[src/hdl/lpmd_pkg.sv]
// Shared types and constants for the length-prefixed message deframer.
`timescale 1ns / 1ps
`default_nettype none

package lpmd_pkg;

  localparam int unsigned HDR_BYTES = 5;
  localparam logic [31:0] MAX_BYTES_RESET = 32'd4194304;

  typedef enum logic [1:0] {
    KIND_PAYLOAD = 2'd0,
    KIND_EMPTY   = 2'd1,
    KIND_ERROR   = 2'd2
  } kind_t;

  typedef struct packed {
    kind_t       kind;
    logic [7:0]  payload_byte;
    logic        is_compressed;
    logic        first_of_message;
    logic        last_of_message;
    logic [31:0] message_length;
  } result_t;

endpackage

`default_nettype wire

[src/hdl/lpmd_parse.sv]
// Header parser and message state for the deframer: one byte per cycle while accept is high.
`timescale 1ns / 1ps
`default_nettype none

module lpmd_parse
  import lpmd_pkg::*;
(
  input  wire logic        clk,
  input  wire logic        rst_n,
  input  wire logic        accept,
  input  wire logic [7:0]  data_byte,
  input  wire logic [31:0] max_bytes,
  output logic             res_valid,
  output result_t          res
);

  localparam logic [31:0] HDR_LEN = 32'(HDR_BYTES);

  logic [31:0] bim_r, bim_nxt;
  logic [31:0] decl_r, decl_nxt;
  logic        comp_r, comp_nxt;

  logic [32:0] next_cnt;
  logic [31:0] decl_shift;
  logic        over_limit;
  logic        last_byte;

  assign next_cnt   = {1'b0, bim_r} + 33'd1;
  assign over_limit = next_cnt > {1'b0, max_bytes};
  assign decl_shift = {decl_r[23:0], data_byte};
  // Payload bytes taken so far, including this one, equal the declared length.
  assign last_byte  = (bim_r - (HDR_LEN - 32'd1)) == decl_r;

  always_comb begin
    bim_nxt   = bim_r;
    decl_nxt  = decl_r;
    comp_nxt  = comp_r;
    res_valid = 1'b0;
    res       = '{kind: KIND_ERROR, payload_byte: 8'd0, is_compressed: 1'b0,
                  first_of_message: 1'b0, last_of_message: 1'b0,
                  message_length: 32'd0};
    if (accept) begin
      if (over_limit) begin
        bim_nxt   = 32'd0;
        decl_nxt  = 32'd0;
        comp_nxt  = 1'b0;
        res_valid = 1'b1;
      end else if (bim_r == 32'd0) begin
        comp_nxt = (data_byte != 8'd0);
        decl_nxt = 32'd0;
        bim_nxt  = 32'd1;
      end else if (bim_r < HDR_LEN) begin
        decl_nxt = decl_shift;
        bim_nxt  = next_cnt[31:0];
        if (bim_r == HDR_LEN - 32'd1) begin
          if (decl_shift > max_bytes) begin
            bim_nxt   = 32'd0;
            decl_nxt  = 32'd0;
            comp_nxt  = 1'b0;
            res_valid = 1'b1;
          end else if (decl_shift == 32'd0) begin
            res_valid           = 1'b1;
            res.kind            = KIND_EMPTY;
            res.is_compressed   = comp_r;
            res.last_of_message = 1'b1;
            bim_nxt             = 32'd0;
            decl_nxt            = 32'd0;
            comp_nxt            = 1'b0;
          end
        end
      end else begin
        res_valid            = 1'b1;
        res.kind             = KIND_PAYLOAD;
        res.payload_byte     = data_byte;
        res.is_compressed    = comp_r;
        res.first_of_message = (bim_r == HDR_LEN);
        res.last_of_message  = last_byte;
        res.message_length   = decl_r;
        if (last_byte) begin
          bim_nxt  = 32'd0;
          decl_nxt = 32'd0;
          comp_nxt = 1'b0;
        end else begin
          bim_nxt = next_cnt[31:0];
        end
      end
    end
  end

  always_ff @(posedge clk) begin
    if (!rst_n) begin
      bim_r  <= 32'd0;
      decl_r <= 32'd0;
      comp_r <= 1'b0;
    end else begin
      bim_r  <= bim_nxt;
      decl_r <= decl_nxt;
      comp_r <= comp_nxt;
    end
  end

  a_error_clears: assert property (@(posedge clk) disable iff (!rst_n)
    (res_valid && res.kind == KIND_ERROR) |=> (bim_r == 32'd0 && decl_r == 32'd0 && !comp_r))
    else $error("size error did not clear the message state");

  a_payload_after_header: assert property (@(posedge clk) disable iff (!rst_n)
    (res_valid && res.kind == KIND_PAYLOAD) |-> (bim_r >= HDR_LEN && decl_r != 32'd0))
    else $error("payload byte emitted before a complete header");

  a_header_silent: assert property (@(posedge clk) disable iff (!rst_n)
    (accept && !over_limit && bim_r < HDR_LEN - 32'd1) |-> !res_valid)
    else $error("result emitted for an early header byte");

endmodule

`default_nettype wire

[src/hdl/length_prefixed_message_deframer.sv]
// Top level of the length-prefixed message deframer with its output skid stage.
// Usage:
//   The input channel (in_valid, in_stall, in_data_byte) carries the framed byte
//   stream, one byte per transaction. Each message is a flag byte, a 32-bit
//   big-endian length and that many payload bytes.
//   The output channel (out_valid, out_stall, out_*) gives at most one result
//   per input byte: a payload byte with first/last marks, an empty-message
//   result, or a size error after which the next byte starts a new header.
//   The configuration channel (cfg_valid, cfg_ready, cfg_max_message_bytes)
//   sets the size limit; write it only while the block is idle.
// Timing:
//   One byte is accepted every cycle while in_stall is low. Each result is
//   registered in the output register, or in the skid register on a stall;
//   header parse and limit compares sit between input port and output register.
// Reset:
//   rst_n is synchronous; it clears the message state and output valids and
//   restores the limit to 4194304 bytes.
// Back-pressure:
//   A stalled result holds. A second result is caught in a skid register, and
//   in_stall rises only while that skid register is occupied.
`timescale 1ns / 1ps
`default_nettype none

module length_prefixed_message_deframer
  import lpmd_pkg::*;
(
  input  wire logic        clk,
  input  wire logic        rst_n,
  input  wire logic        in_valid,
  output logic             in_stall,
  input  wire logic [7:0]  in_data_byte,
  output logic             out_valid,
  input  wire logic        out_stall,
  output logic [1:0]       out_kind,
  output logic [7:0]       out_payload_byte,
  output logic             out_is_compressed,
  output logic             out_first_of_message,
  output logic             out_last_of_message,
  output logic [31:0]      out_message_length,
  input  wire logic        cfg_valid,
  output logic             cfg_ready,
  input  wire logic [31:0] cfg_max_message_bytes
);

  logic [31:0] max_r;
  logic        in_accept;
  logic        res_valid;
  result_t     res;
  logic        out_valid_r;
  result_t     out_r;
  logic        skid_valid_r;
  result_t     skid_r;
  logic        out_free;

  assign cfg_ready = 1'b1;
  assign in_stall  = skid_valid_r;
  assign in_accept = in_valid && !skid_valid_r;
  assign out_free  = !out_valid_r || !out_stall;

  always_ff @(posedge clk) begin
    if (!rst_n) begin
      max_r <= MAX_BYTES_RESET;
    end else if (cfg_valid && cfg_ready) begin
      max_r <= cfg_max_message_bytes;
    end
  end

  lpmd_parse u_parse (
    .clk       (clk),
    .rst_n     (rst_n),
    .accept    (in_accept),
    .data_byte (in_data_byte),
    .max_bytes (max_r),
    .res_valid (res_valid),
    .res       (res)
  );

  always_ff @(posedge clk) begin
    if (!rst_n) begin
      out_valid_r  <= 1'b0;
      skid_valid_r <= 1'b0;
    end else if (out_free) begin
      // While the skid register is full no byte is accepted, so it drains first.
      if (skid_valid_r) begin
        out_valid_r  <= 1'b1;
        skid_valid_r <= 1'b0;
      end else begin
        out_valid_r <= res_valid;
      end
    end else if (res_valid) begin
      skid_valid_r <= 1'b1;
    end
  end

  always_ff @(posedge clk) begin
    if (out_free) begin
      if (skid_valid_r) begin
        out_r <= skid_r;
      end else if (res_valid) begin
        out_r <= res;
      end
    end else if (res_valid) begin
      skid_r <= res;
    end
  end

  assign out_valid            = out_valid_r;
  assign out_kind             = out_r.kind;
  assign out_payload_byte     = out_r.payload_byte;
  assign out_is_compressed    = out_r.is_compressed;
  assign out_first_of_message = out_r.first_of_message;
  assign out_last_of_message  = out_r.last_of_message;
  assign out_message_length   = out_r.message_length;

  a_skid_behind_out: assert property (@(posedge clk) disable iff (!rst_n)
    skid_valid_r |-> out_valid_r)
    else $error("skid register occupied while the output register is empty");

  a_empty_fields: assert property (@(posedge clk) disable iff (!rst_n)
    (out_valid_r && out_r.kind == KIND_EMPTY) |->
      (out_r.last_of_message && out_r.message_length == 32'd0))
    else $error("empty-message result with wrong fields");

  a_no_result_lost: assert property (@(posedge clk) disable iff (!rst_n)
    (res_valid && out_valid_r && out_stall) |=> skid_valid_r)
    else $error("result arrived at a stalled output but was not held");

endmodule

`default_nettype wire
[config.mk]
export PLATFORM = sky130hd
export DESIGN_NAME = length_prefixed_message_deframer
export DESIGN_NICKNAME = d
export VERILOG_FILES = /design/src/hdl/lpmd_pkg.sv /design/src/hdl/lpmd_parse.sv /design/src/hdl/length_prefixed_message_deframer.sv
export SDC_FILE = /design/constraint.sdc
export NUM_CORES = 1
export LEC_CHECK = 0
export BUFFER_PORTS_ARGS = -buffer_cell sky130_fd_sc_hd__buf_2
export CAP_MARGIN = 10
export CORE_MARGIN = 4
export CORE_UTILIZATION = 40
export CTS_CLUSTER_DIAMETER = 200
export CTS_CLUSTER_SIZE = 8
export DETAILED_ROUTE_END_ITERATION = 16
export HOLD_SLACK_MARGIN = 0.12
export PLACE_DENSITY = 0.58
export SYNTH_ARGS = -nofsm -noshare
export SYNTH_HDL_FRONTEND = slang
export SYNTH_SLANG_ARGS = --single-unit
[constraint.sdc]
create_clock -name clk -period 12 [get_ports clk]
set_input_delay 2.4 -clock clk [delete_from_list [all_inputs] [get_ports clk]]
set_output_delay 2.4 -clock clk [all_outputs]
set_load 0.05 [all_outputs]
==> results of run 1 <==
[power by group through the flow]
stage / clock, W / sequential, W / combinational, W
CTS: 0.000583 / 0.000686 / 0.0000856
global route: 0.000611 / 0.000687 / 0.0000952
detailed placement: 0 / 0.000701 / 0.0000851
finish: 0.000571 / 0.000686 / 0.0000849
global placement: 0 / 0.000701 / 0.0000839
floorplan: 0 / 0.000697 / 0.0000595
[state kept, by name, indices dropped and copies added, names as in the netlist, 2 cells and up]
| name | cells |
|---|---|
| skid_r | 45 |
| max_r | 32 |
| out_message_length | 32 |
| u_parse.bim_r | 32 |
| u_parse.decl_r | 32 |
| out_payload_byte | 8 |
| out_kind | 2 |
[layout make-up]
| cell class | count | share of cell area |
|---|---|---|
| sequential | 189 | 0.400 |
| multi-input combinational | 714 | 0.454 |
| timing repair buffer | 99 | 0.0440 |
| clock inverter | 14 | 0.0135 |
| clock buffer | 18 | 0.0366 |
| inverter | 49 | 0.0157 |
| tap | 335 | 0.0358 |
[critical path, delay by kind of cell (launching register included)]
family | cells | cell delay [ns]
compound gates | 5 | 1.52
fa+ha+maj | 2 | 0.59
buf+inv | 1 | 0.51
flops | 1 | 0.59
simple gates | 8 | 2.26
[Yosys cell counts (3+ instances only)]
library cell,instances,area [um2]
a211oi_1,6,45.0
a21o_1,51,383
a21oi_1,32,160
a221o_1,3,30.0
a22o_1,32,280
a31oi_1,3,18.8
a32o_1,21,210
and2_1,52,325
and3_1,10,62.6
and4_1,5,43.8
buf_2,13,65.1
buf_6,6,67.6
clkbuf_1,45,169
dfxtp_1,99,1980
edfxtp_1,90,2700
ha_1,72,901
inv_1,48,180
mux2i_1,35,350
nand2_1,68,255
nand2b_1,6,37.5
nand3_1,26,130
nand4_1,19,119
nor2_1,30,113
nor2b_1,40,250
nor3_1,23,115
nor4_1,19,119
o211ai_1,4,30.0
o21a_1,4,30.0
o21ai_0,15,75.1
o221ai_1,11,96.3
o22ai_1,3,18.8
or2_2,11,68.8
or3_1,9,56.3
xnor2_1,35,307
xor2_1,22,193
[path summary, 6_finish.rpt]
path | from | to | slack (ns) | cells past startpoint
hold reg to reg | max_r[16] | max_r[16] | 0.52 | 2
setup reg to reg | u_parse.bim_r[2] | out_message_length[23] | 6.16 | 16
hold / removal | max_r[16] | max_r[16] | 0.52 | 2
setup / recovery | u_parse.bim_r[2] | out_message_length[23] | 6.16 | 16
[cells by family after synthesis]
family	after synthesis	share of synthesized area
AOI/OAI and AO/OA	207	0.152
adders and majority gates	72	0.0859
xor gates and xnor gates	58	0.0497
other	1	0.000358
and+or+nand+nor	341	0.184
DFF	189	0.447
muxes	35	0.0334
buffers and inverters	116	0.0481
[metal layers]
metal | routed length, um | track usage | up-vias
met1 | 12800 | 0.264 | 3760
met5 | 0 | 0 | -
met3 | 1430 | 0.0260 | 18
li1 | - | - | 3830
met4 | 332 | 0.0472 | 0
met2 | 12300 | 0.296 | 187
[per-stage QoR]
stage	hold slack, ns	power [W]
finish	0.518	0.00134
global route	0.540	0.00139
CTS	0.524	0.00135
detailed placement	0.504	0.000786
global placement	0.497	0.000784
floorplan	0.475	0.000757
==> run summary, run 1 <==
Comb power frac - 0.063
Crit-path max FO - 45
DP Area - 0.0111 mm2
Core Util, Final - 0.452
Die H - 170 um
Global Route Usage Sum - 0.185
Sum of negative setup slack - 0 ns
Slack of the critical path - 6.16 ns
Sw Pwr - 0.000348 W
Synth-to-Final Area Change - 11.7%
Fill cell count - 2469
Hold Buf Count CTS - 0
Post-route insts no fill - 1418
Post-Synthesis Cells - 1019
CTS Buf Count - 17
DP HPWL - 19000 um
Hold crit path type - flip-flop to flip-flop
TritonRoute pass-1 iters - 5
Routed Antenna Nets - 0
FF/Latch Area - 0.00468 mm2
Area of the multi-input gates - 0.00532 mm2
Clock share of power - 0.425
Clock root cell - clkbuf_16
Post-Place Cells - 1386
CTS resizes - 0
RSZ-0062 raised after global routing - no
Startpoint Class - flip-flop
Gr ovfl total - 0
Vias per cell - 5.50
Core Rows - 59
Sw frac - 0.259
GP Congestion - 0.874
CTS tree - yes
Commonest non-fill, non-tap cell in the layout - dfxtp_1
Most frequent cells in the layout - 99 x dfxtp_1, 91 x buf_2, 90 x edfxtp_1, 72 x ha_1, 68 x nand2_1
Rel. slew slack - 0.316
CP Cell Sequence - ha_1 -> and4_1 -> nand4_1 -> nor2_1 -> nand2_1 -> and2_1 -> or2_2 -> ha_1 -> nand4_1 -> nor4_1 -> o41ai_1 -> a32oi_1 -> a21oi_1 -> o21bai_1 -> a21boi_4 -> buf_4
LEAKAGE - 5.19 nW
Minimum clock period - 5.84 ns
Max_cap viols - 0
Mapped Avg Cell Area - 10.3 um2
DRT iter0 DRCs - 603
Worst-Margin Slew - 1.03 ns
Register share of total power - 0.511
PwrDens - 114 mW/mm2
Predominant post-synthesis flop cell - dfxtp_1
# nets final - 1187
Seq/Total Area, Yosys - 0.447
Crit path arrival time - 5.91 ns
Slowest CP cell - nor4_1
Core Area - 0.0259 mm2
DP Worst Slack - 5.88 ns
Die ar. - 0.0289 mm2
Status - finished, final reports clean
Synthesized flop and latch total - 189
Fin crit share - 0.487
Post-CTS Setup Bufs - 0
Routed WL - 26900 um
EDFF count, synth - 90
Clock transition at path regs - 0.08 ns
Vias in the first global route - 7412
Post-Synthesis Cell Area - 0.0105 mm2
DRC - 0
Critical Path RT - 12.07 ns
# clock sinks - 189
Largest net degree at the start of global routing - 48
Crit path largest cell delay - 0.66 ns
Syn nets - 1136
Pint - 0.000994 W
First-pass GRT wire length - 42000 um
Max rail drop VDD - 67.1 uV
Fmax - 171 MHz
Clk_skew - 0.0117 ns
Final hold violations - 0
Synth warn - 0
H-Tree Level Count - 4
Distinct cells, synth - 74
Final setup violating endpoints - 0
Ys async rst share - 0
Die X - 170 um
Initial antenna violation count - 0
Initial Util - 0.405
Clk_lat worst skew - 0.44 ns
Ant diodes - 0
Critical path type - flip-flop to flip-flop
Vias - 7795
CTS Buffer Depth - 2
Port bufs - 91
Routed len/inst - 19.0 um
Slew Limit Fails - 0
Crit path capture type - flip-flop
IO Pins - 93
Final instance area - 0.0117 mm2
Fraction of layout cells with a size suffix above 1 - 0.147
Power figures use the tool's default switching activity.
==> run 2, diff against run 1 <==
Settings changed: ABC_AREA set to 1.
Clock period 12 ns to 5.83 ns, I/O delays scaled along.
==> run summary, run 2 <==
Status - finished, final reports clean
Post-CTS Setup Bufs - 0
Core Rows - 61
List of most frequent post-synthesis cells - 283 x nand2_1, 231 x nor2_1, 148 x inv_1
Most frequent cells in the layout - 282 x nand2_1, 229 x nor2_1, 148 x inv_1, 99 x dfxtp_1, 97 x a21oi_1
DRC - 0
Sum of negative setup slack - 0 ns
Fraction of layout cells with a size suffix above 1 - 0.114
Core Area - 0.0279 mm2
DP HPWL - 21900 um
CTS Buffer Depth - 2
DRT iter0 DRCs - 789
Clock share of power - 0.411
Initial antenna violation count - 0
Max rail drop VDD - 148 uV
Slew Limit Fails - 0
CTS Buf Count - 17
Hold WS - 0.503 ns
Gr ovfl total - 0
Slowest CP cell - dfxtp_1
Hold crit path type - flip-flop to flip-flop
Crit path arrival time - 5.03 ns
Pint - 0.00208 W
Synth warn - 0
First-pass GRT wire length - 47400 um
Register share of total power - 0.497
Slack of the critical path - 1.13 ns
PwrDens - 231 mW/mm2
Final instance area - 0.0125 mm2
DR top layer - met4
IO Pins - 93
Clk_skew - 0.0120 ns
Die ar. - 0.0311 mm2
Area fraction of the dominant cell type after synthesis - 0.238
CP Cell Sequence - inv_1 -> nor3_4 -> nand3_1 -> inv_1 -> nand3_1 -> nand3b_1 -> nor2_1 -> nand2_1 -> xor2_1 -> inv_1 -> ha_1 -> nand2_1 -> nor2_1 -> nand4_1 -> nor4_1 -> nand3_1 -> nand2_2 -> nand3_2 -> nand2_2 -> buf_4 -> clkinv_2 -> nor2_1 -> nor2_1
CTS resizes - 0
Crit path capture type - flip-flop
Crit-path max FO - 33
Met2 WL - 12900 um
# clock sinks - 189
Startpoint Class - flip-flop
Largest register FFs - 45
Clk_lat worst skew - 0.44 ns
Port bufs - 91
Sw frac - 0.282
Global Route Usage Sum - 0.190
Die X - 176 um
CTS tree - yes
Hold Buf Count CTS - 0
DP Area - 0.0119 mm2
Final hold violations - 0
Sw Pwr - 0.000816 W
Rel. slew slack - 0.182
Routed WL - 29500 um
Worst-Margin Slew - 1.22 ns
Top post-synthesis cells by area - edfxtp_1 24%, dfxtp_1 17%, nand2_1 9.4%
Crit path largest cell delay - 0.47 ns
Minimum clock period - 4.70 ns
R2r worst-path depth - 23
GP Congestion - 0.896
Post-Synthesis Cell Area - 0.0113 mm2
Top-count cell post-synth - nand2_1
Final setup violating endpoints - 0
Seq/Total Area, Yosys - 0.413
Routed len/inst - 15.5 um
Vias per cell - 5.09
Area leader, netlist - edfxtp_1
Critical path type - flip-flop to flip-flop
RSZ-0062 raised after global routing - no
# nets final - 1633
Initial Util - 0.407
Largest net degree at the start of global routing - 68
Ys async rst share - 0
Ant diodes - 0
TritonRoute pass-1 iters - 5
Vias in the first global route - 9078
Predominant post-synthesis flop cell - dfxtp_1
Vias - 9707
EDFF count, synth - 90
Max_cap viols - 0
Die H - 176 um
Fmax - 213 MHz
Clock root cell - clkbuf_16
Routed Antenna Nets - 0
Commonest non-fill, non-tap cell in the layout - nand2_1
Fin crit share - 0.807
Clock transition at path regs - 0.08 ns
Biggest register - skid_r
Synth-to-Final Area Change - 10.5%
DP Worst Slack - 1.18 ns
Metal3 WL - 1380 um
LEAKAGE - 5.68 nW
Synthesized flop and latch total - 189
Worst Hold Path Cells - 2
Comb power frac - 0.092
Syn nets - 1590
Post-Synthesis Cells - 1473
Fill cell count - 2872
Critical Path RT - 6.16 ns
Distinct cells, synth - 41
M1 wire length - 14600 um
Critical path's most frequent cell - nor2_1
H-Tree Level Count - 4
Mapped Avg Cell Area - 7.70 um2
## run 2: cell count changes after synthesis, sizes merged, moves of 40 or more
| cell | before | now |
|---|---|---|
| a21o | 52 | 2 |
| a21oi | 32 | 98 |
| and2 | 52 | 1 |
| inv | 48 | 152 |
| nand2 | 69 | 292 |
| nand3 | 26 | 72 |
| nor2 | 30 | 248 |
| nor2b | 40 | 0 |
| o21ai | 16 | 118 |
## run 2: final cells by class
cell class / instances / area (um2) / area share
multi-input cells: 1053 / 5680 / 0.453
flip-flops and latches: 189 / 4680 / 0.374
inverters: 154 / 579 / 0.0462
repair buffers: 101 / 531 / 0.0423
well taps: 378 / 473 / 0.0377
clock buffers: 18 / 429 / 0.0342
clock inverters: 14 / 163 / 0.0130
## run 2: worst paths after layout
path                          from                 end  slack, ns
setup / recovery  u_parse.bim_r[0]  u_parse.decl_r[22]       1.13
hold / removal            max_r[4]            max_r[4]       0.50
setup reg to reg  u_parse.bim_r[0]  u_parse.decl_r[22]       1.13
hold reg to reg           max_r[4]            max_r[4]       0.50
## run 2: cell families after synthesis
kind of cell / Yosys count / share of synthesized area
buffers and inverters: 231 / 0.0884
other: 1 / 0.000331
DFF: 189 / 0.413
AOI/OAI and AO/OA: 227 / 0.102
adders and majority gates: 72 / 0.0794
and+or+nand+nor: 684 / 0.262
xor gates and xnor gates: 69 / 0.0545
## run 2: layer usage
metal / global-route usage / up-vias
met5: 0 / -
met4: 0.0616 / 0
met3: 0.0248 / 46
met2: 0.295 / 229
met1: 0.276 / 4527
li1: - / 4905
## run 2: critical path: cells and delay by family (launching register included)
kind          cells  cell delay (ns)
buf+inv           5             1.18
flops             1             0.47
xor+xnor          1             0.14
simple gates     16             2.53
fa+ha+maj         1             0.27
## run 2: through the flow
step	total power, W	util	std cells
after floorplan	0.00165	-	1473
after global placement	0.00173	0.429	1875
after detailed placement	0.00173	0.429	1875
after CTS	0.00292	0.450	1907
after global routing	0.00301	0.450	1907
final	0.00289	0.450	1907
## run 2: power groups by stage
| stage | clock, W | combinational [W] | sequential (W) |
|---|---|---|---|
| floorplan | 0 | 0.000198 | 0.00145 |
| global placement | 0 | 0.000260 | 0.00147 |
| detailed placement | 0 | 0.000267 | 0.00147 |
| CTS | 0.00121 | 0.000268 | 0.00144 |
| global route | 0.00126 | 0.000306 | 0.00144 |
| finish | 0.00119 | 0.000265 | 0.00144 |
